File: config.mk
export PLATFORM = sky130hd
export DESIGN_NAME = dws_cell
export DESIGN_NICKNAME = d
export VERILOG_FILES = /design/src/hw/rtl/dws_pkg.sv /design/src/hw/rtl/dws_cell.sv
export SDC_FILE = /design/constraint.sdc
export NUM_CORES = 1
export LEC_CHECK = 0
export BUFFER_PORTS_ARGS = -buffer_cell sky130_fd_sc_hd__buf_2
export CAP_MARGIN = 40
export CORE_AREA = 2 2 39 41
export DETAILED_ROUTE_END_ITERATION = 7
export DIE_AREA = 0 0 41 43
export GPL_ROUTABILITY_DRIVEN = 0
export GPL_TIMING_DRIVEN = 0
export HOLD_SLACK_MARGIN = 0.12
export PLACE_DENSITY = 0.56
export SYNTH_ARGS = -nofsm -noshare
export SYNTH_HDL_FRONTEND = slang
export SYNTH_SLANG_ARGS = --single-unit
File: constraint.sdc
create_clock -name clk -period 3.5 [get_ports clk]
set_clock_uncertainty 0.1 [all_clocks]
set_input_delay 0.175 -clock clk [delete_from_list [all_inputs] [get_ports clk]]
set_output_delay 0.175 -clock clk [all_outputs]
set_load 0.03 [all_outputs]
File: src/hw/rtl/dws_pkg.sv
// Shared types, constants and a helper function for the card shuffler.
`timescale 1ns / 1ps

package dws_pkg;

    // Fixed field widths.
    localparam int WORD_W = 31;
    localparam int CODE_W = 6;
    localparam int SUIT_W = 2;
    localparam int RANK_W = 4;
    localparam int DECK_W = 7;

    // Standard deck layout.
    localparam int SUIT_CARDS = 13;
    localparam int SUIT_COUNT = 4;
    localparam int STD_CARDS  = SUIT_CARDS * SUIT_COUNT;

    // Deck size after reset.
    localparam logic [DECK_W-1:0] DECK_RESET = DECK_W'(STD_CARDS);

    // Cells per first-level group of the pick tree.
    localparam int GROUP_CELLS = 8;

    // Input beat payload.
    typedef struct packed {
        logic [WORD_W-1:0] random_word;
    } draw_beat_t;

    // Output beat payload.
    typedef struct packed {
        logic [CODE_W-1:0] card_code;
        logic [SUIT_W-1:0] suit;
        logic [RANK_W-1:0] rank;
        logic              deck_done;
    } deal_beat_t;

    // Configuration beat payload.
    typedef struct packed {
        logic [DECK_W-1:0] deck_size;
    } cfg_beat_t;

    // Controls broadcast to every cell of the chain.
    typedef struct packed {
        logic shift;
        logic reload;
    } cell_ctrl_t;

    // Suit and rank of one card.
    typedef struct packed {
        logic [SUIT_W-1:0] suit;
        logic [RANK_W-1:0] rank;
    } face_t;

    // Controller states.
    typedef enum logic [1:0] {
        ST_IDLE,
        ST_DIVIDE,
        ST_REMOVE,
        ST_COLLECT
    } ctrl_state_t;

    // Split a card code into suit and rank; non-standard cards give zeros.
    function automatic face_t card_face(logic [CODE_W-1:0] code);
        face_t f;
        f = '0;
        if (code < CODE_W'(STD_CARDS))
        begin
            for (int s = 0; s < SUIT_COUNT; s++)
            begin
                if (code >= CODE_W'(s * SUIT_CARDS))
                begin
                    f.suit = SUIT_W'(s);
                    f.rank = RANK_W'(code - CODE_W'(s * SUIT_CARDS));
                end
            end
        end
        return f;
    endfunction

endpackage

File: src/hw/rtl/dws_cell.sv
// One position of the remaining-card list; takes its upper neighbor on removal.
`timescale 1ns / 1ps

module dws_cell #(
    parameter int IDX_W = 6,
    parameter int INDEX = 0
) (
    input  logic                       clk,
    input  logic                       rst_n,
    input  dws_pkg::cell_ctrl_t        ctrl,
    input  logic [IDX_W-1:0]           pos,
    input  logic [dws_pkg::CODE_W-1:0] upper_card,
    output logic [dws_pkg::CODE_W-1:0] card,
    output logic [dws_pkg::CODE_W-1:0] pick
);

    localparam logic [dws_pkg::CODE_W-1:0] HOME_CODE = dws_pkg::CODE_W'(INDEX);
    localparam logic [IDX_W-1:0]           MY_POS    = IDX_W'(INDEX);

    logic [dws_pkg::CODE_W-1:0] card_reg, card_next;

    // Reload to the ordered code, or close the gap at and above the removed slot.
    always_comb
    begin
        card_next = card_reg;
        if (ctrl.reload)
        begin
            card_next = HOME_CODE;
        end
        else if (ctrl.shift && (MY_POS >= pos))
        begin
            card_next = upper_card;
        end
    end

    always_ff @(posedge clk or negedge rst_n)
    begin
        if (!rst_n)
        begin
            card_reg <= HOME_CODE;
        end
        else
        begin
            card_reg <= card_next;
        end
    end

    assign card = card_reg;
    assign pick = (MY_POS == pos) ? card_reg : '0;

endmodule
# Word-level counts from Yosys, hierarchy flattened
# Cells that the tools add are included.
classes:
  addsub: 0
  mul: 0
  div_mod_pow: 0
  magnitude_cmp: 1
  n_eq_ne: 0
  n_shift: 0
  mux: 3
  bitwise_logic: 0
  reduce_logical: 3
op_table:
  columns: ["op", "n"]
  rows:
  - ["2-to-1 mux 6 bit", 3]
  - [">= comparator 1 x 6 -> 1 bit, first input constant", 1]
  - ["logical NOT 6 bit", 1]
  - ["nonzero test 2 bit", 1]
  - ["logical AND 1 bit", 1]
word_totals:
  ff_bits: 6
  latchBits: 0
  mem_bits_rw: 0
  mem_bits_ro: 0
  inputBits: 16
  output_inout_bits: 12
  wordCells: 8
  memories: 0

# Longest topological paths before layout
logic_depth:
  depth_word: 4
  mapped_depth: 3
  depth_no_buf: 3

# Worst setup path before layout
# OpenSTA, ideal clock, no wires.
synth_timing:
  kind: "input-to-output"
  startpoint: "input port pos[1]"
  endpoint: "output port pick[0] (netlist name)"
  arrival_ps: 1337
  required_time_ps: 3225
  path_slack_ps: 1888
  stages: 3
  n_path_buf: 0
  cell_sequence: "or4_4 nor3_1 and2_1"
synth_via:
  elab_chain_cells: 2
synth_lines:
  columns: ["element", "line_no", "text"]
  rows:
  - ["from (decl)", "dws_cell.sv:11", "input logic [IDX_W-1:0] pos,"]
  - ["logical NOT 6 bit", "dws_cell.sv:49", "assign pick = (MY_POS == pos) ? card_reg : '0;"]
  - ["2-to-1 mux 6 bit", "dws_cell.sv:49", null]
  - ["to (decl)", "dws_cell.sv:14", "output logic [dws_pkg::CODE_W-1:0] pick"]
# No other way between the ends.

# Worst setup path in the final report
layout_timing:
  startpoint: "input port pos[1]"
  endpoint: "output port pick[2] (netlist name)"
# The elaborated chain is that of the path after synthesis.

==> results.yml <==
synthesis:
  yosys.area.top_type: "sky130_fd_sc_hd__dfrtp_1"
  synthesis.instances: 34
  synth_top_area_share_pct: 41.0
  synth.yosys.warnings: 0
  ys_top_cells_by_area: "sky130_fd_sc_hd__dfrtp_1, sky130_fd_sc_hd__nand2b_1, sky130_fd_sc_hd__mux2i_1, sky130_fd_sc_hd__and2_1, sky130_fd_sc_hd__nor4b_4"
  synth_cell_types: 8
  postSynthNetCount: 50
  synth_sequential_area_ratio_pct: 41.0
  postSynthRegisterBits: 6
  postSynthAreaPerCell_sq_um: 10.8
  syn-cell-area_sq_um: 367
grt:
  number_of_global_route_vias_before_repair: 331
  grt_antenna_before_repair: 0
  grt_first_pass_wirelength_mm: 1.39
  pin_count_of_the_biggest_net_entering_global_routing: 11
  grt_use_total_pct: 11.8
  global_route.overflow_total: 0
critical_path:
  ws_path_type: "primary input to primary output"
  worst-path-max-fanout: 6
  timing.critical_path.slowest_stage_cell: "sky130_fd_sc_hd__or4_4"
  end_kind: "primary output"
  crit_path_max_incr_delay_ps: 550
  required_worst_endpoint_ps: 3220
  cp.arrival_ps: 1640
  startpoint_type: "primary input"
  cell_family_with_most_cp_delay: "simple AND/OR/NAND/NOR gates"
  critical_path.n_buffers_inverters: 2
  critPathMostFrequentCell: "sky130_fd_sc_hd__buf_2"
  worstPathCellList: "buf_2 > or4_4 > nor3_1 > and2_1 > buf_2"
power_and_ir_drop:
  p_total_mw: 0.157
  total_leakage_power_nw: 0.316
  seq_power_share_pct: 44.7
  power_report.internal_total_mw: 0.124
  power_per_cell_area_nw_per_um2: 255
  p_clk_share_pct: 39.8
  power.ir.vdd_worst_mv: 0.120
  sw_share_pct: 20.9
  switching_power_mw: 0.0328
  pwr-share-comb_pct: 15.6
route:
  first_iter_violations: 2
  drc_markers: 0
  dr_total_vias: 375
  drt_pre_antenna_iters: 2
  route.detailed.vias_per_inst: 4.31
  detail_route.wirelength_um: 874
  detail-route-antenna-nets: 0
  routed_wire_length_per_instance_um: 10.0
floorplanning:
  die_height_um: 43
  dieArea_sq_um: 1760
  initial_core_utilization_pct: 26.5
  placement_rows: 14
  io_pins: 28
  die-width_um: 41
  core_outline_area_sq_um: 1380
clock_network:
  cts.reportedPaths.clkPinSlew_ps: 50
  cts.path.max_buffers: 2
  cts_setup_buffers: 0
  cts-htree-levels: 1
  tritoncts.num_buffers: 3
  cts_tree: "yes"
  clk_latency_ps: 240
  clock_sinks: 6
  clock_tree_root_driver_cell: "sky130_fd_sc_hd__clkbuf_4"
timing:
  unrepaired_setup_endpoints_after_global_routing: "no"
  slew_headroom_pct: 64.3
  tns_ps: 0
  period_share_pct: 54.6
  max_freq_mhz: 523
  period_needed_ps: 1910
  slew_viol_final: 0
  worstMarginPinSlew_ps: 533
  finalHoldViolCount: 0
  final_setup_violations: 0
  hold-worst-slack_ps: 119
place:
  detailedPlacementHpwl_um: 667
  numPortBuffers: 27
  placed_cell_area_sq_um: 522
  numPlacedInstances: 77
finish:
  largest_register_ff_count: 6
  finish.instance_area_sq_um: 614
  final_cell_count_no_fill: 87
  layout-drive-gt1-share_pct: 45.1
  areaGrowthSynthToFinish_pct: 67.6
  layout_common_cells: "sky130_fd_sc_hd__buf_2, sky130_fd_sc_hd__nand2b_1, sky130_fd_sc_hd__dlygate4sd3_1"
  num_antenna_cells: 0
  most_common_cell_after_layout_fill_and_taps_aside: "sky130_fd_sc_hd__buf_2"
  final_net_count: 89
flow_run:
  drv_cap: 0
outcome:
  run_status: "finished, final reports clean"
min_path:
  worstHoldPathType: "primary input to flop"
[routing by layer]
layer,track usage (%),part of all wire [%],vias to the layer above
li1,-,-,188
met1,14.9,42,166
met2,16.9,47,19
met3,3.14,10,2
met4,8.00,0.92,0
met5,0,0,-
[tightest hold or removal path: cells and delay by family]
| family | cells | cell delay, ps |
|---|---|---|
| buffers and inverters | 1 | 90 |
| and+or+nand+nor | 1 | 90 |
| muxes | 1 | 60 |
[power by group through the flow]
| stage | sequential [mW] | combinational [mW] | clock (mW) |
|---|---|---|---|
| CTS | 0.0700 | 0.0247 | 0.0649 |
| global route | 0.0700 | 0.0273 | 0.0657 |
| finish | 0.0700 | 0.0244 | 0.0624 |
| floorplan | 0.0716 | 0.00637 | 0 |
| detailed placement | 0.0711 | 0.0189 | 0 |
| global placement | 0.0711 | 0.0185 | 0 |
[layout make-up]
cell class	instances	area, sq um
tap	16	20.0
multi-input combinational	27	213
timing repair buffer	34	205
fill	151	769
sequential	6	150
clock buffer	3	22.5
buffer	1	3.75
[through the flow]
step / setup WS (ps) / utilization, %
final: 1590 / 44.4
after global routing: 1390 / 44.4
after CTS: 1540 / 44.4
after detailed placement: 1540 / 37.7
after global placement: 1510 / 37.7
after floorplan: 1890 / -
[cell usage after synthesis, drive strengths merged]
library cell and number:
dfrtp 6, nand2b 12, nor4b 1, mux2i 6
nor3 1, or4 1, clkbuf 1, and2 6
[timing repair]
item	CTS	global route
hold buffers	7	0
endpoints found under the hold margin	12	0
setup endpoints to repair	0	0
resized for setup	0	0
[cells by family after synthesis]
| family | Yosys count | synth area share [%] |
|---|---|---|
| simple gates | 21 | 41.6 |
| mux | 6 | 16.4 |
| flops | 6 | 41.0 |
| buf+inv | 1 | 1.02 |
[final timing paths]
path / from / to / slack [ps] / depth (start not counted)
min in group asynchronous: rst_n / card[2] / 190 / 2
worst max-delay path: pos[1] / pick[2] / 1590 / 5
worst min register to register: card[3] / card[3] / 450 / 2
max in group asynchronous: rst_n / card[5] / 2960 / 2
worst max register to register: card[5] / card[5] / 2740 / 2
worst min-delay path: ctrl[0] / card[0] / 120 / 3
(Power assumes the default switching activity.)
