<file path="src/hw/rtl/dws_pkg.sv">
// Shared types, constants and a helper function for the card shuffler.
`timescale 1ns / 1ps

package dws_pkg;

    // Fixed field widths.
    localparam int WORD_W = 31;
    localparam int CODE_W = 6;
    localparam int SUIT_W = 2;
    localparam int RANK_W = 4;
    localparam int DECK_W = 7;

    // Standard deck layout.
    localparam int SUIT_CARDS = 13;
    localparam int SUIT_COUNT = 4;
    localparam int STD_CARDS  = SUIT_CARDS * SUIT_COUNT;

    // Deck size after reset.
    localparam logic [DECK_W-1:0] DECK_RESET = DECK_W'(STD_CARDS);

    // Cells per first-level group of the pick tree.
    localparam int GROUP_CELLS = 8;

    // Input beat payload.
    typedef struct packed {
        logic [WORD_W-1:0] random_word;
    } draw_beat_t;

    // Output beat payload.
    typedef struct packed {
        logic [CODE_W-1:0] card_code;
        logic [SUIT_W-1:0] suit;
        logic [RANK_W-1:0] rank;
        logic              deck_done;
    } deal_beat_t;

    // Configuration beat payload.
    typedef struct packed {
        logic [DECK_W-1:0] deck_size;
    } cfg_beat_t;

    // Controls broadcast to every cell of the chain.
    typedef struct packed {
        logic shift;
        logic reload;
    } cell_ctrl_t;

    // Suit and rank of one card.
    typedef struct packed {
        logic [SUIT_W-1:0] suit;
        logic [RANK_W-1:0] rank;
    } face_t;

    // Controller states.
    typedef enum logic [1:0] {
        ST_IDLE,
        ST_DIVIDE,
        ST_REMOVE,
        ST_COLLECT
    } ctrl_state_t;

    // Split a card code into suit and rank; non-standard cards give zeros.
    function automatic face_t card_face(logic [CODE_W-1:0] code);
        face_t f;
        f = '0;
        if (code < CODE_W'(STD_CARDS))
        begin
            for (int s = 0; s < SUIT_COUNT; s++)
            begin
                if (code >= CODE_W'(s * SUIT_CARDS))
                begin
                    f.suit = SUIT_W'(s);
                    f.rank = RANK_W'(code - CODE_W'(s * SUIT_CARDS));
                end
            end
        end
        return f;
    endfunction

endpackage

</file>
<file path="src/hw/rtl/dws_mod_unit.sv">
// Bit-serial restoring remainder unit: word modulo a small count.
`timescale 1ns / 1ps

module dws_mod_unit #(
    parameter int CNT_W = 7,
    parameter int IDX_W = 6
) (
    input  logic                       clk,
    input  logic                       rst_n,
    input  logic                       start,
    input  logic [dws_pkg::WORD_W-1:0] word,
    input  logic [CNT_W-1:0]           divisor,
    output logic                       done,
    output logic [IDX_W-1:0]           remainder
);

    localparam int BIT_CNT_W = $clog2(dws_pkg::WORD_W);

    logic                       busy_reg,    busy_next;
    logic                       done_reg,    done_next;
    logic [BIT_CNT_W-1:0]       bit_cnt_reg, bit_cnt_next;
    logic [dws_pkg::WORD_W-1:0] word_reg,    word_next;
    logic [CNT_W:0]             rem_reg,     rem_next;
    logic [CNT_W:0]             rem_shift;

    // One quotient bit per cycle, MSB first.
    always_comb
    begin
        busy_next    = busy_reg;
        done_next    = 1'b0;
        bit_cnt_next = bit_cnt_reg;
        word_next    = word_reg;
        rem_next     = rem_reg;
        rem_shift    = {rem_reg[CNT_W-1:0], word_reg[dws_pkg::WORD_W-1]};
        if (start)
        begin
            busy_next    = 1'b1;
            bit_cnt_next = '0;
            word_next    = word;
            rem_next     = '0;
        end
        else if (busy_reg)
        begin
            word_next    = {word_reg[dws_pkg::WORD_W-2:0], 1'b0};
            bit_cnt_next = bit_cnt_reg + 1'b1;
            if (rem_shift >= {1'b0, divisor})
            begin
                rem_next = rem_shift - {1'b0, divisor};
            end
            else
            begin
                rem_next = rem_shift;
            end
            if (bit_cnt_reg == BIT_CNT_W'(dws_pkg::WORD_W - 1))
            begin
                busy_next = 1'b0;
                done_next = 1'b1;
            end
        end
    end

    // Control registers.
    always_ff @(posedge clk or negedge rst_n)
    begin
        if (!rst_n)
        begin
            busy_reg    <= 1'b0;
            done_reg    <= 1'b0;
            bit_cnt_reg <= '0;
        end
        else
        begin
            busy_reg    <= busy_next;
            done_reg    <= done_next;
            bit_cnt_reg <= bit_cnt_next;
        end
    end

    // Datapath registers.
    always_ff @(posedge clk)
    begin
        word_reg <= word_next;
        rem_reg  <= rem_next;
    end

    assign done      = done_reg;
    assign remainder = rem_reg[IDX_W-1:0];

endmodule

</file>
<file path="config.mk">
export PLATFORM = sky130hd
export DESIGN_NAME = dws_mod_unit
export DESIGN_NICKNAME = d
export VERILOG_FILES = /design/src/hw/rtl/dws_pkg.sv /design/src/hw/rtl/dws_mod_unit.sv
export SDC_FILE = /design/constraint.sdc
export NUM_CORES = 1
export LEC_CHECK = 0
export ABC_AREA = 1
export ABC_CLOCK_PERIOD_IN_PS = 4580
export BUFFER_PORTS_ARGS = -buffer_cell sky130_fd_sc_hd__buf_2
export CAP_MARGIN = 20
export CORE_MARGIN = 1.5
export CORE_UTILIZATION = 59
export CTS_CLUSTER_SIZE = 14
export DETAILED_ROUTE_END_ITERATION = 8
export PLACE_DENSITY = 0.83
export SETUP_SLACK_MARGIN = 0.02
export SKIP_LAST_GASP = 1
export SYNTH_ARGS = -nofsm -noshare
export SYNTH_HDL_FRONTEND = slang
export SYNTH_SLANG_ARGS = --single-unit
</file>
<file path="constraint.sdc">
create_clock -name clk -period 4.58 [get_ports clk]
set_input_delay 0.687 -clock clk [delete_from_list [all_inputs] [get_ports clk]]
set_output_delay 0.687 -clock clk [all_outputs]
set_load 0.02 [all_outputs]
</file>
# == After elaboration in Yosys (flattened, before gate mapping) ==
# Index checks and enable logic that the tools add are counted.
# classes
magnitude_cmp,1
n_eq_ne,1
add_sub_neg,2
n_mux,11
reduce_logical,1
# op_table
op,count
2-to-1 mux 31 bit,2
2-to-1 mux 5 bit,2
greater-or-equal comparator 8 x 7 -> 1 bit,1
2-to-1 mux 7 bit,1
subtractor 7 bit,1
2-to-1 mux 1 bit,6
adder 5 x 1 -> 5 bit (second input constant),1
== test 5 bit (second input constant),1
nonzero test 2 bit,1
# word_totals
elab_cells,21
input_bits,41
ff_bits,45
out_inout_bits,7

# == Depth between registers and ports, before layout ==
# Gate-level depths: netlist (run 1).
# logic_depth
word_depth,4
ltp_mapped,11
mapped_depth_nobuf,11

# == Least setup slack after synthesis (run 1) ==
# OpenSTA, ideal clock, no wires.
# synth_timing
kind,input to register
startpoint,in divisor[0]
endpoint,reg rem_reg[5]
arrival_ns,1.925
n_path_buf,0
setup_slack_ns,2.542
cell_stages,9
t_required_ns,4.467
setup_time_ns,0.113
cell_sequence,ha_1 > inv_1 > fa_1 > nand3_1 > nand3_1 > o21ai_2 > nand3_1 > nand3_1 > nand2_1
# synth_via
elab_chain_len,2
word_cells_on_any_way,3
classes_between,1 x add/sub; 1 x order compare; 1 x mux
# synth_lines
element,line,text
start: declaration,dws_mod_unit.sv:12,"input logic [CNT_W-1:0] divisor,"
subtractor 7 bit / greater-or-equal comparator 8 x 7 -> 1 bit (equally long branches),"dws_mod_unit.sv:48, dws_mod_unit.sv:46",
2-to-1 mux 7 bit (*),dws_mod_unit.sv:46,"if (rem_shift >= {1'b0, divisor})"
end signal: assignment,dws_mod_unit.sv:83,rem_reg <= rem_next;
end: declaration,dws_mod_unit.sv:23,"logic [CNT_W:0] rem_reg, rem_next;"
# Every way passes the cells marked *; elsewhere a longest branch is shown, timed or not.
# A chain may end at the register's enable or synchronous reset.

# == Worst setup path in the final report (run 1) ==
# layout_timing
startpoint,in start
endpoint,"reg word_reg[3] (netlist name), data pin"
# layout_via
elab_chain_len,1
# layout_lines
element,line,text
start: declaration,dws_mod_unit.sv:10,"input logic start,"
2-to-1 mux 31 bit,dws_mod_unit.sv:35,if (start)
net word_next (one bit),dws_mod_unit.sv:22,"logic [dws_pkg::WORD_W-1:0] word_reg, word_next;"
end signal: assignment,dws_mod_unit.sv:82,word_reg <= word_next;
end: declaration,dws_mod_unit.sv:22,
# The timed path passes the listed nets, and every way through them passes these cells.

==> impl_metrics.env, run 1 <==
export IMPL_arrival_ns=2.39
export IMPL_final_common_cell="nand2_1"
export IMPL_syn_area_mm2=0.00237
export IMPL_drt_initial_drc_count=178
export IMPL_startpoint_type="primary input"
export IMPL_placementRows=22
export IMPL_fin_nets=376
export IMPL_maxSlewHeadroom_pct=43.2
export IMPL_syn_nets=334
export IMPL_grt_busiest_layer="met2"
export IMPL_cts_root_buf="clkbuf_8"
export IMPL_cts_hold_buf=0
export IMPL_final_util_pct=71.7
export IMPL_met3_usage_pct=7.33
export IMPL_setup_viol=0
export IMPL_yosys_most_used_dff="edfxtp_1"
export IMPL_final_antenna_net_count=0
export IMPL_grt_start_max_net_pins=37
export IMPL_grt_setup_unrepaired="false"
export IMPL_p_switching_uw=432
export IMPL_drive_gt1_share_pct=18.1
export IMPL_mostFrequentLayoutCells="nand2_1 (138), buf_2 (47), edfxtp_1 (31), inv_1 (26), nand3_1 (18)"
export IMPL_drc=0
export IMPL_htreeDepth=2
export IMPL_diodes=0
export IMPL_fmax_mhz=427
export IMPL_powerDensity_mw_per_mm2=448
export IMPL_hold_path_class="primary input to asynchronous set/reset pin"
export IMPL_synth_cells=283
export IMPL_num_fill_cells=290
export IMPL_async_flop_share_pct=15.6
export IMPL_worstPathMaxFanout=36
export IMPL_power_leakage_nw=1.43
export IMPL_slew_violations=0
export IMPL_io_buffers=47
export IMPL_worst_slack_ns=2.24
export IMPL_swShare_pct=35.6
export IMPL_cts_made_buffers=5
export IMPL_placed_cell_area_mm2=0.00262
export IMPL_clk_pin_slew_worst_paths_ns=0.08
export IMPL_synth_edff_count=31
export IMPL_place_inst=366
export IMPL_hold_viol=0
export IMPL_final_area_mm2=0.00270
export IMPL_post_place_ws_ns=1.90
export IMPL_use_met2_pct=35.4
export IMPL_core_area_mm2=0.00377
export IMPL_place_hpwl_um=3160
export IMPL_pwr_share_seq_pct=44.5
export IMPL_timing_setup_tns_ns=0
export IMPL_die_h_um=66.4
export IMPL_start_util_pct=62.9
export IMPL_ioPinCount=48
export IMPL_pwr_share_clk_pct=19.4
export IMPL_period_share_pct=51.1
export IMPL_end_kind="flop"
export IMPL_vdd_drop_max_mv=0.215
export IMPL_synth_area_per_cell_um2=8.38
export IMPL_outcome="finished clean"
export IMPL_use_met1_pct=30.2
export IMPL_min_period_ns=2.34
export IMPL_antenna_found_initial=0
export IMPL_drt_total_wl_um=4440
export IMPL_crit_required_ns=4.63
export IMPL_worst_pin_slew_ns=0.846
export IMPL_clk_path_buf_depth=2
export IMPL_ys_warnings_count=0
export IMPL_grt_first_pass_wirelength_um=7360
export IMPL_firstDrtPassIters=4
export IMPL_p_int_uw=779
export IMPL_grt_pass1_vias=1672
export IMPL_overflow=0
export IMPL_die_area_mm2=0.00441
export IMPL_vias_per_cell=5.10
export IMPL_cts_resized=0
export IMPL_comb_power_share_pct=36.1
export IMPL_synth_seq_area_share_pct=52.5
export IMPL_instances_no_fill=374
export IMPL_clock_sinks=45
export IMPL_finClkSkew_ns=0.00248
export IMPL_drv_cap=0
export IMPL_vias=1909
export IMPL_cts_setup_buffers=0
export IMPL_wire_per_inst_um=11.9
export IMPL_syn_to_final_growth_pct=14.0
export IMPL_netlist_cell_type_count=26
export IMPL_cts_tree="yes"
export IMPL_clk_latency_ns=0.30
export IMPL_gp_congestion=0.836
export IMPL_crit_type="primary input to flop"
export IMPL_grt_use_total_pct=22.9
export IMPL_yosys_register_bits=45
export IMPL_largest_reg_flops=31
export IMPL_die_w_um=66.4
-- power by group through the flow --
stage	sequential, mW	clock [mW]	combinational, mW
2_1_floorplan	0.530	0	0.376
3_3_place_gp	0.544	0	0.425
3_5_place_dp	0.546	0	0.435
4_1_cts	0.538	0.239	0.438
5_1_grt	0.545	0.260	0.500
6_report	0.539	0.234	0.438
-- cell type report --
cell class / count / area, um2 / area share (%)
clock buffers: 7 / 76.3 / 2.82
well taps: 48 / 60.1 / 2.22
clock inverters: 1 / 5.00 / 0.185
multi-input cells: 198 / 952 / 35.2
flip-flops and latches: 45 / 1250 / 46.1
inverters: 27 / 101 / 3.75
repair buffers: 48 / 263 / 9.72
-- synthesized netlist by cell type (4+ instances only) --
library cell,n,area [um2]
ha_1,9,113
nand2_1,138,518
clkbuf_1,5,18.8
nand3b_1,5,37.5
buf_4,6,45.0
inv_1,26,97.6
dfxtp_1,7,140
dfrtp_1,7,175
nor2_1,7,26.3
edfxtp_1,31,931
a21oi_1,4,20.0
nand4_1,4,25.0
nand3_1,18,90.1
-- critical path, cell delays in order --
cell and delay (ns):
buf_2 0.48, clkinv_1 0.87, nand2_1 0.27, nand2_1 0.07
-- path summary, 6_finish.rpt --
kind	from	end	slack, ns	depth (start not counted)
setup / recovery	start	word_reg[3]	2.24	4
hold / removal	rst_n	bit_cnt_reg[4]	0.21	1
setup reg to reg	word_reg[30]	rem_reg[5]	2.53	10
hold reg to reg	rem_reg[6]	rem_reg[6]	0.48	2
max in group asynchronous	rst_n	bit_cnt_reg[1]	4.20	1
min in group clk	rem_reg[6]	rem_reg[6]	0.48	2
-- through the flow --
stage | power (mW) | hold slack, ns
detailed placement | 0.981 | 0.473
global placement | 0.969 | 0.453
CTS | 1.21 | 0.211
floorplan | 0.906 | 0.391
global route | 1.30 | 0.202
finish | 1.21 | 0.214
-- metal layers --
metal	vias to the layer above	wire length [um]	share of wire, %
met1	860	2000	45
li1	982	-	-
met4	0	88	2.0
met3	11	276	6.2
met2	56	2080	47
met5	-	0	0
-- logic make-up after synthesis --
kind of cell / share of synthesized area (%)
xor gates and xnor gates: 0.739
and+or+nand+nor: 31.0
buffers and inverters: 7.33
adders and majority gates: 5.59
DFF: 52.5
AOI/OAI and AO/OA: 2.85
(Power assumes the default switching activity.)
==> inputs of run 2 (changes only) <==
--- a/config.mk
+++ b/config.mk
@@ -6,14 +6,14 @@
 export NUM_CORES = 1
 export LEC_CHECK = 0
 export ABC_AREA = 1
-export ABC_CLOCK_PERIOD_IN_PS = 4580
+export ABC_CLOCK_PERIOD_IN_PS = 2250
 export BUFFER_PORTS_ARGS = -buffer_cell sky130_fd_sc_hd__buf_2
 export CAP_MARGIN = 20
 export CORE_MARGIN = 1.5
-export CORE_UTILIZATION = 59
+export CORE_UTILIZATION = 54
 export CTS_CLUSTER_SIZE = 14
 export DETAILED_ROUTE_END_ITERATION = 8
-export PLACE_DENSITY = 0.83
+export PLACE_DENSITY = 0.77
 export SETUP_SLACK_MARGIN = 0.02
 export SKIP_LAST_GASP = 1
 export SYNTH_ARGS = -nofsm -noshare
==> constraint.sdc (replaced) <==
create_clock -name clk -period 2.25 [get_ports clk]
set_input_delay 0.3375 -clock clk [delete_from_list [all_inputs] [get_ports clk]]
set_output_delay 0.3375 -clock clk [all_outputs]
set_load 0.02 [all_outputs]
==> run 2 against run 1 <==
Compared with the run above: total power rose by 110%; register-to-register slack worse by 2.3 ns; critical path type is now flop to flop; non-clock buffer count rose by 4; first-iteration DRC count decreased by 6.7%; worst hold slack gained 0.094 ns; sequential share of layout area is 0.40 points lower; sequential power is 100% higher; die area increased by 8.8%; clock-buffer cell count is 1 higher; critical path depth rose by 6; final cell count grew 1.6%.
==> impl_metrics.env, run 2 (synthesis results as in run 1) <==
export IMPL_outcome="finished clean"
export IMPL_wl_met3_um=179
export IMPL_reg2reg_from="word_reg[30]"
export IMPL_whs_ns=0.308
export IMPL_end_kind="flop"
export IMPL_crit_chain="inv_1 -> ha_1 -> inv_1 -> fa_1 -> nand3_1 -> nand3_1 -> o21ai_2 -> nand3b_1 -> nand3_1 -> nand2_1"
export IMPL_cts_tree="yes"
export IMPL_die_h_um=69.3
export IMPL_die_w_um=69.3
export IMPL_overflow=0
export IMPL_firstDrtPassIters=5
export IMPL_vdd_drop_max_mv=0.435
export IMPL_grt_start_max_net_pins=33
export IMPL_timing_setup_tns_ns=0
export IMPL_clk_pin_slew_worst_paths_ns=0.08
export IMPL_vias=1875
export IMPL_finClkSkew_ns=0.00570
export IMPL_clk_latency_ns=0.29
export IMPL_drive_gt1_share_pct=18.8
export IMPL_powerDensity_mw_per_mm2=918
export IMPL_vias_per_cell=4.93
export IMPL_period_share_pct=87.8
export IMPL_drt_total_wl_um=4430
export IMPL_cpPeakStageDelay_ns=0.42
export IMPL_final_common_cell="nand2_1"
export IMPL_slew_violations=0
export IMPL_clk_path_buf_depth=2
export IMPL_place_hpwl_um=3230
export IMPL_die_area_mm2=0.00480
export IMPL_power_leakage_nw=1.44
export IMPL_start_util_pct=57.6
export IMPL_worstSetupStartpoint="word_reg[30]"
export IMPL_worst_pin_slew_ns=0.566
export IMPL_io_buffers=47
export IMPL_num_fill_cells=372
export IMPL_worst_hold_startpoint="word[0]"
export IMPL_worstPathMaxFanout=7
export IMPL_grt_use_total_pct=20.6
export IMPL_crit_required_ns=2.44
export IMPL_gp_congestion=0.834
export IMPL_path_buf_inv=2
export IMPL_hold_viol=0
export IMPL_min_period_ns=1.97
export IMPL_syn_to_final_growth_pct=15.0
export IMPL_cts_resized=0
export IMPL_placementRows=23
export IMPL_drv_cap=0
export IMPL_pwr_share_clk_pct=20.1
export IMPL_htreeDepth=2
export IMPL_ioPinCount=48
export IMPL_fin_nets=380
export IMPL_cts_setup_buffers=0
export IMPL_largest_reg_flops=31
export IMPL_grt_setup_unrepaired="false"
export IMPL_cts_root_buf="clkbuf_8"
export IMPL_final_antenna_net_count=0
export IMPL_swShare_pct=35.2
export IMPL_p_int_mw=1.62
export IMPL_drc=0
export IMPL_core_area_mm2=0.00412
export IMPL_regArea_mm2=0.00125
export IMPL_cp_top_family="adder cells"
export IMPL_diodes=0
export IMPL_wire_per_inst_um=11.7
export IMPL_setup_viol=0
export IMPL_cp_common_cell="nand3_1"
export IMPL_multi_input_area_um2=952
export IMPL_m1WireLength_um=2100
export IMPL_place_inst=371
export IMPL_fmax_mhz=506
export IMPL_clock_sinks=45
export IMPL_topRoutingLayerUsed="met4"
export IMPL_drt_initial_drc_count=166
export IMPL_maxSlewHeadroom_pct=62.1
export IMPL_startpoint_type="flop"
export IMPL_slowest_stage="fa_1"
export IMPL_mostFrequentLayoutCells="nand2_1 (138), buf_2 (47), edfxtp_1 (31), inv_1 (26), nand3_1 (18)"
export IMPL_pwr_share_seq_pct=43.5
export IMPL_grt_pass1_vias=1908
export IMPL_antenna_found_initial=0
export IMPL_p_switching_uw=880
export IMPL_met2_length_um=2090
export IMPL_instances_no_fill=380
export IMPL_crit_type="flop to flop"
export IMPL_arrival_ns=2.16
export IMPL_cts_made_buffers=5
export IMPL_grt_first_pass_wirelength_um=7980
export IMPL_comb_power_share_pct=36.4
export IMPL_hold_path_class="primary input to flop"
[run 2: area by class of cell]
type	instances	area share, %
sequential	45	45.7
multi-input combinational	198	34.9
timing repair buffer	52	10.1
inverter	27	3.72
clock buffer	8	3.30
tap	50	2.29
[run 2: final timing paths]
kind	endpoint	cells past startpoint	slack, ns
max	rem_reg[2]	10	0.28
min	word_reg[0]	3	0.31
max reg2reg	rem_reg[2]	10	0.28
min reg2reg	rem_reg[5]	2	0.49
max in group asynchronous	bit_cnt_reg[4]	2	1.70
min in group asynchronous	bit_cnt_reg[2]	2	0.40
[run 2: worst reg2reg max path: cells and delay by family (launching register included)]
| family | cells | cell delay (ns) |
|---|---|---|
| flip-flops | 1 | 0.36 |
| AO/OA/AOI/OAI | 1 | 0.30 |
| buffers and inverters | 2 | 0.14 |
| adder cells (fa/ha/maj) | 2 | 0.56 |
| AND/OR/NAND/NOR | 5 | 0.51 |
[run 2: power groups by stage]
stage	clock network (mW)	logic [mW]	registers [mW]
2_1_floorplan	0	0.766	1.08
3_3_place_gp	0	0.878	1.10
3_5_place_dp	0	0.905	1.11
4_1_cts	0.515	0.911	1.09
5_1_grt	0.546	1.04	1.10
6_report	0.504	0.911	1.09
[run 2: per-stage QoR]
step / total power [mW] / setup WS, ns / utilization (%) / instance area (um2)
global route: 2.69 / 0.150 / 66.3 / 2730
CTS: 2.52 / 0.275 / 66.3 / 2730
detailed placement: 2.01 / 0.297 / 63.8 / 2630
finish: 2.50 / 0.275 / 66.3 / 2730
global placement: 1.98 / 0.345 / 63.8 / 2630
floorplan: 1.84 / 0.486 / - / 2370
[run 2: metal layers]
layer / track usage (%) / vias to the layer above
met1: 27.0 / 843
met2: 34.7 / 40
met5: 0 / -
met3: 3.92 / 7
met4: 6.54 / 0
li1: - / 985
[run 2: what timing repair did]
item | CTS | global route
hold buffers | 1 | 0
setup endpoints to repair | 0 | 0
endpoints found under the hold margin | 7 | 0
==> inputs of run 3 (changes only) <==
--- a/config.mk
+++ b/config.mk
@@ -11,8 +11,10 @@
 export CAP_MARGIN = 20
 export CORE_MARGIN = 1.5
 export CORE_UTILIZATION = 54
+export CTS_CLUSTER_DIAMETER = 120
 export CTS_CLUSTER_SIZE = 14
 export DETAILED_ROUTE_END_ITERATION = 8
+export MAX_ROUTING_LAYER = met4
 export PLACE_DENSITY = 0.77
 export SETUP_SLACK_MARGIN = 0.02
 export SKIP_LAST_GASP = 1
==> constraint.sdc (replaced) <==
create_clock -name clk -period 2.25 [get_ports clk]
set_input_delay 0.45 -clock clk [delete_from_list [all_inputs] [get_ports clk]]
set_output_delay 0.45 -clock clk [all_outputs]
set_load 0.02 [all_outputs]
==> run 3 against run 2 <==
Compared with the run above: utilization is 0.24 points lower; clock-buffer cell count stayed put; combinational power is 1% lower; flip-flop and latch count stayed put; worst hold slack better by 0.093 ns; critical path depth stayed put; final cell count stayed put; non-clock buffer count stayed put; wire length is 2.0% lower; worst setup slack worse by 0.0055 ns; design area is 0.37% lower; sequential share of layout area is 0.17 points higher; highest routed layer unchanged.
==> impl_metrics.env, run 3 (synthesis results as in run 1) <==
export IMPL_htreeDepth=2
export IMPL_placementRows=23
export IMPL_outcome="finished clean"
export IMPL_cts_root_buf="clkbuf_8"
export IMPL_wire_per_inst_um=11.4
export IMPL_vdd_drop_max_mv=0.529
export IMPL_arrival_ns=2.18
export IMPL_grt_use_total_pct=20.7
export IMPL_overflow=0
export IMPL_worstPathMaxFanout=7
export IMPL_powerDensity_mw_per_mm2=909
export IMPL_fin_nets=380
export IMPL_vias_per_cell=4.81
export IMPL_reg2reg_from="word_reg[30]"
export IMPL_drive_gt1_share_pct=18.5
export IMPL_timing_setup_tns_ns=0
export IMPL_largest_reg_flops=31
export IMPL_final_area_mm2=0.00272
export IMPL_drc=0
export IMPL_clock_sinks=45
export IMPL_placed_cell_area_mm2=0.00263
export IMPL_maxSlewHeadroom_pct=64.2
export IMPL_end_kind="flop"
export IMPL_cts_tree="yes"
export IMPL_start_util_pct=57.6
export IMPL_place_hpwl_um=3070
export IMPL_diodes=0
export IMPL_clk_latency_ns=0.30
export IMPL_power_leakage_nw=1.43
export IMPL_final_common_cell="nand2_1"
export IMPL_final_antenna_net_count=0
export IMPL_finClkSkew_ns=0.00318
export IMPL_die_area_mm2=0.00480
export IMPL_antenna_found_initial=0
export IMPL_final_util_pct=66.0
export IMPL_slew_violations=0
export IMPL_grt_pass1_vias=1772
export IMPL_ioPinCount=48
export IMPL_reg2reg_depth=10
export IMPL_drt_initial_drc_count=111
export IMPL_cts_resized=0
export IMPL_clk_path_buf_depth=2
export IMPL_io_buffers=47
export IMPL_setup_viol=0
export IMPL_grt_setup_unrepaired="false"
export IMPL_syn_to_final_growth_pct=14.6
export IMPL_r2r_end="rem_reg[5]"
export IMPL_endpoint="rem_reg[5]"
export IMPL_firstDrtPassIters=4
export IMPL_hold_path_class="primary input to flop"
export IMPL_drv_cap=0
export IMPL_die_h_um=69.3
export IMPL_clk_pin_slew_worst_paths_ns=0.08
export IMPL_drt_total_wl_um=4340
export IMPL_hold_viol=0
export IMPL_startpoint_type="flop"
export IMPL_worst_pin_slew_ns=0.535
export IMPL_period_share_pct=88.0
export IMPL_grt_start_max_net_pins=35
export IMPL_mostFrequentLayoutCells="nand2_1 (138), buf_2 (47), edfxtp_1 (31), inv_1 (26), nand3_1 (18)"
export IMPL_r2r_setup_slack_ns=0.27
export IMPL_vias=1828
export IMPL_gp_congestion=0.922
export IMPL_die_w_um=69.3
export IMPL_fmax_mhz=505
export IMPL_core_area_mm2=0.00412
export IMPL_worstSetupStartpoint="word_reg[30]"
export IMPL_min_period_ns=1.98
export IMPL_cts_made_buffers=5
export IMPL_crit_type="flop to flop"
export IMPL_grt_first_pass_wirelength_um=7770
export IMPL_crit_required_ns=2.45
-- run 3: timing repair --
item | 4_1_cts | 5_1_grt
setup endpoints to repair | 0 | 0
buffers inserted | 0 | 0
hold buffers | 1 | 0
endpoints found under the hold margin | 7 | 0
-- run 3: through the flow --
stage	power (mW)	setup WS [ns]	std cells	hold WS, ns
2_1_floorplan	1.84	0.449	283	0.154
3_3_place_gp	1.98	0.247	371	0.293
3_5_place_dp	2.00	0.196	371	0.291
4_1_cts	2.49	0.268	380	0.394
5_1_grt	2.68	0.0509	380	0.414
6_report	2.47	0.270	380	0.401
-- run 3: layout make-up --
class / instances / area (um2)
inverters: 27 / 101
repair buffers: 52 / 275
well taps: 50 / 62.6
flip-flops and latches: 45 / 1250
clock buffers: 8 / 80.1
multi-input cells: 198 / 952
fillers: 351 / 1400
-- run 3: worst max-delay path, stage by stage, from the launching register on --
cell,delay [ns]
edfxtp_1,0.36
inv_1,0.09
ha_1,0.14
inv_1,0.07
fa_1,0.43
nand3_1,0.09
nand3_1,0.14
o21ai_2,0.29
nand3_1,0.12
nand3_1,0.10
nand2_1,0.05
-- run 3: worst min path at each step --
stage / slack, ns / from / depth (start not counted) / to
2_1_floorplan: 0.15 / rst_n / 0 / bit_cnt_reg[0]
3_3_place_gp: 0.29 / rst_n / 1 / done
3_5_place_dp: 0.29 / rst_n / 1 / done
4_1_cts: 0.39 / word[0] / 3 / word_reg[0]
5_1_grt: 0.41 / word[15] / 3 / word_reg[15]
6_report: 0.40 / word[0] / 3 / word_reg[0]
-- run 3: routing by layer --
metal	vias up	share of wire, %	GRT usage, %
li1	989	-	-
met1	791	50	27.0
met2	41	44	31.6
met3	7	5.0	6.40
met4	0	1.2	5.88
met5	-	0	-
-- run 3: power by group --
| part | leakage, nW | internal, mW | switching (mW) |
|---|---|---|---|
| Combinational | 0.902 | 0.368 | 0.534 |
| Clock | 0.0395 | 0.221 | 0.261 |
| Sequential | 0.490 | 1.00 | 0.0833 |
| Total | 1.43 | 1.59 | 0.878 |
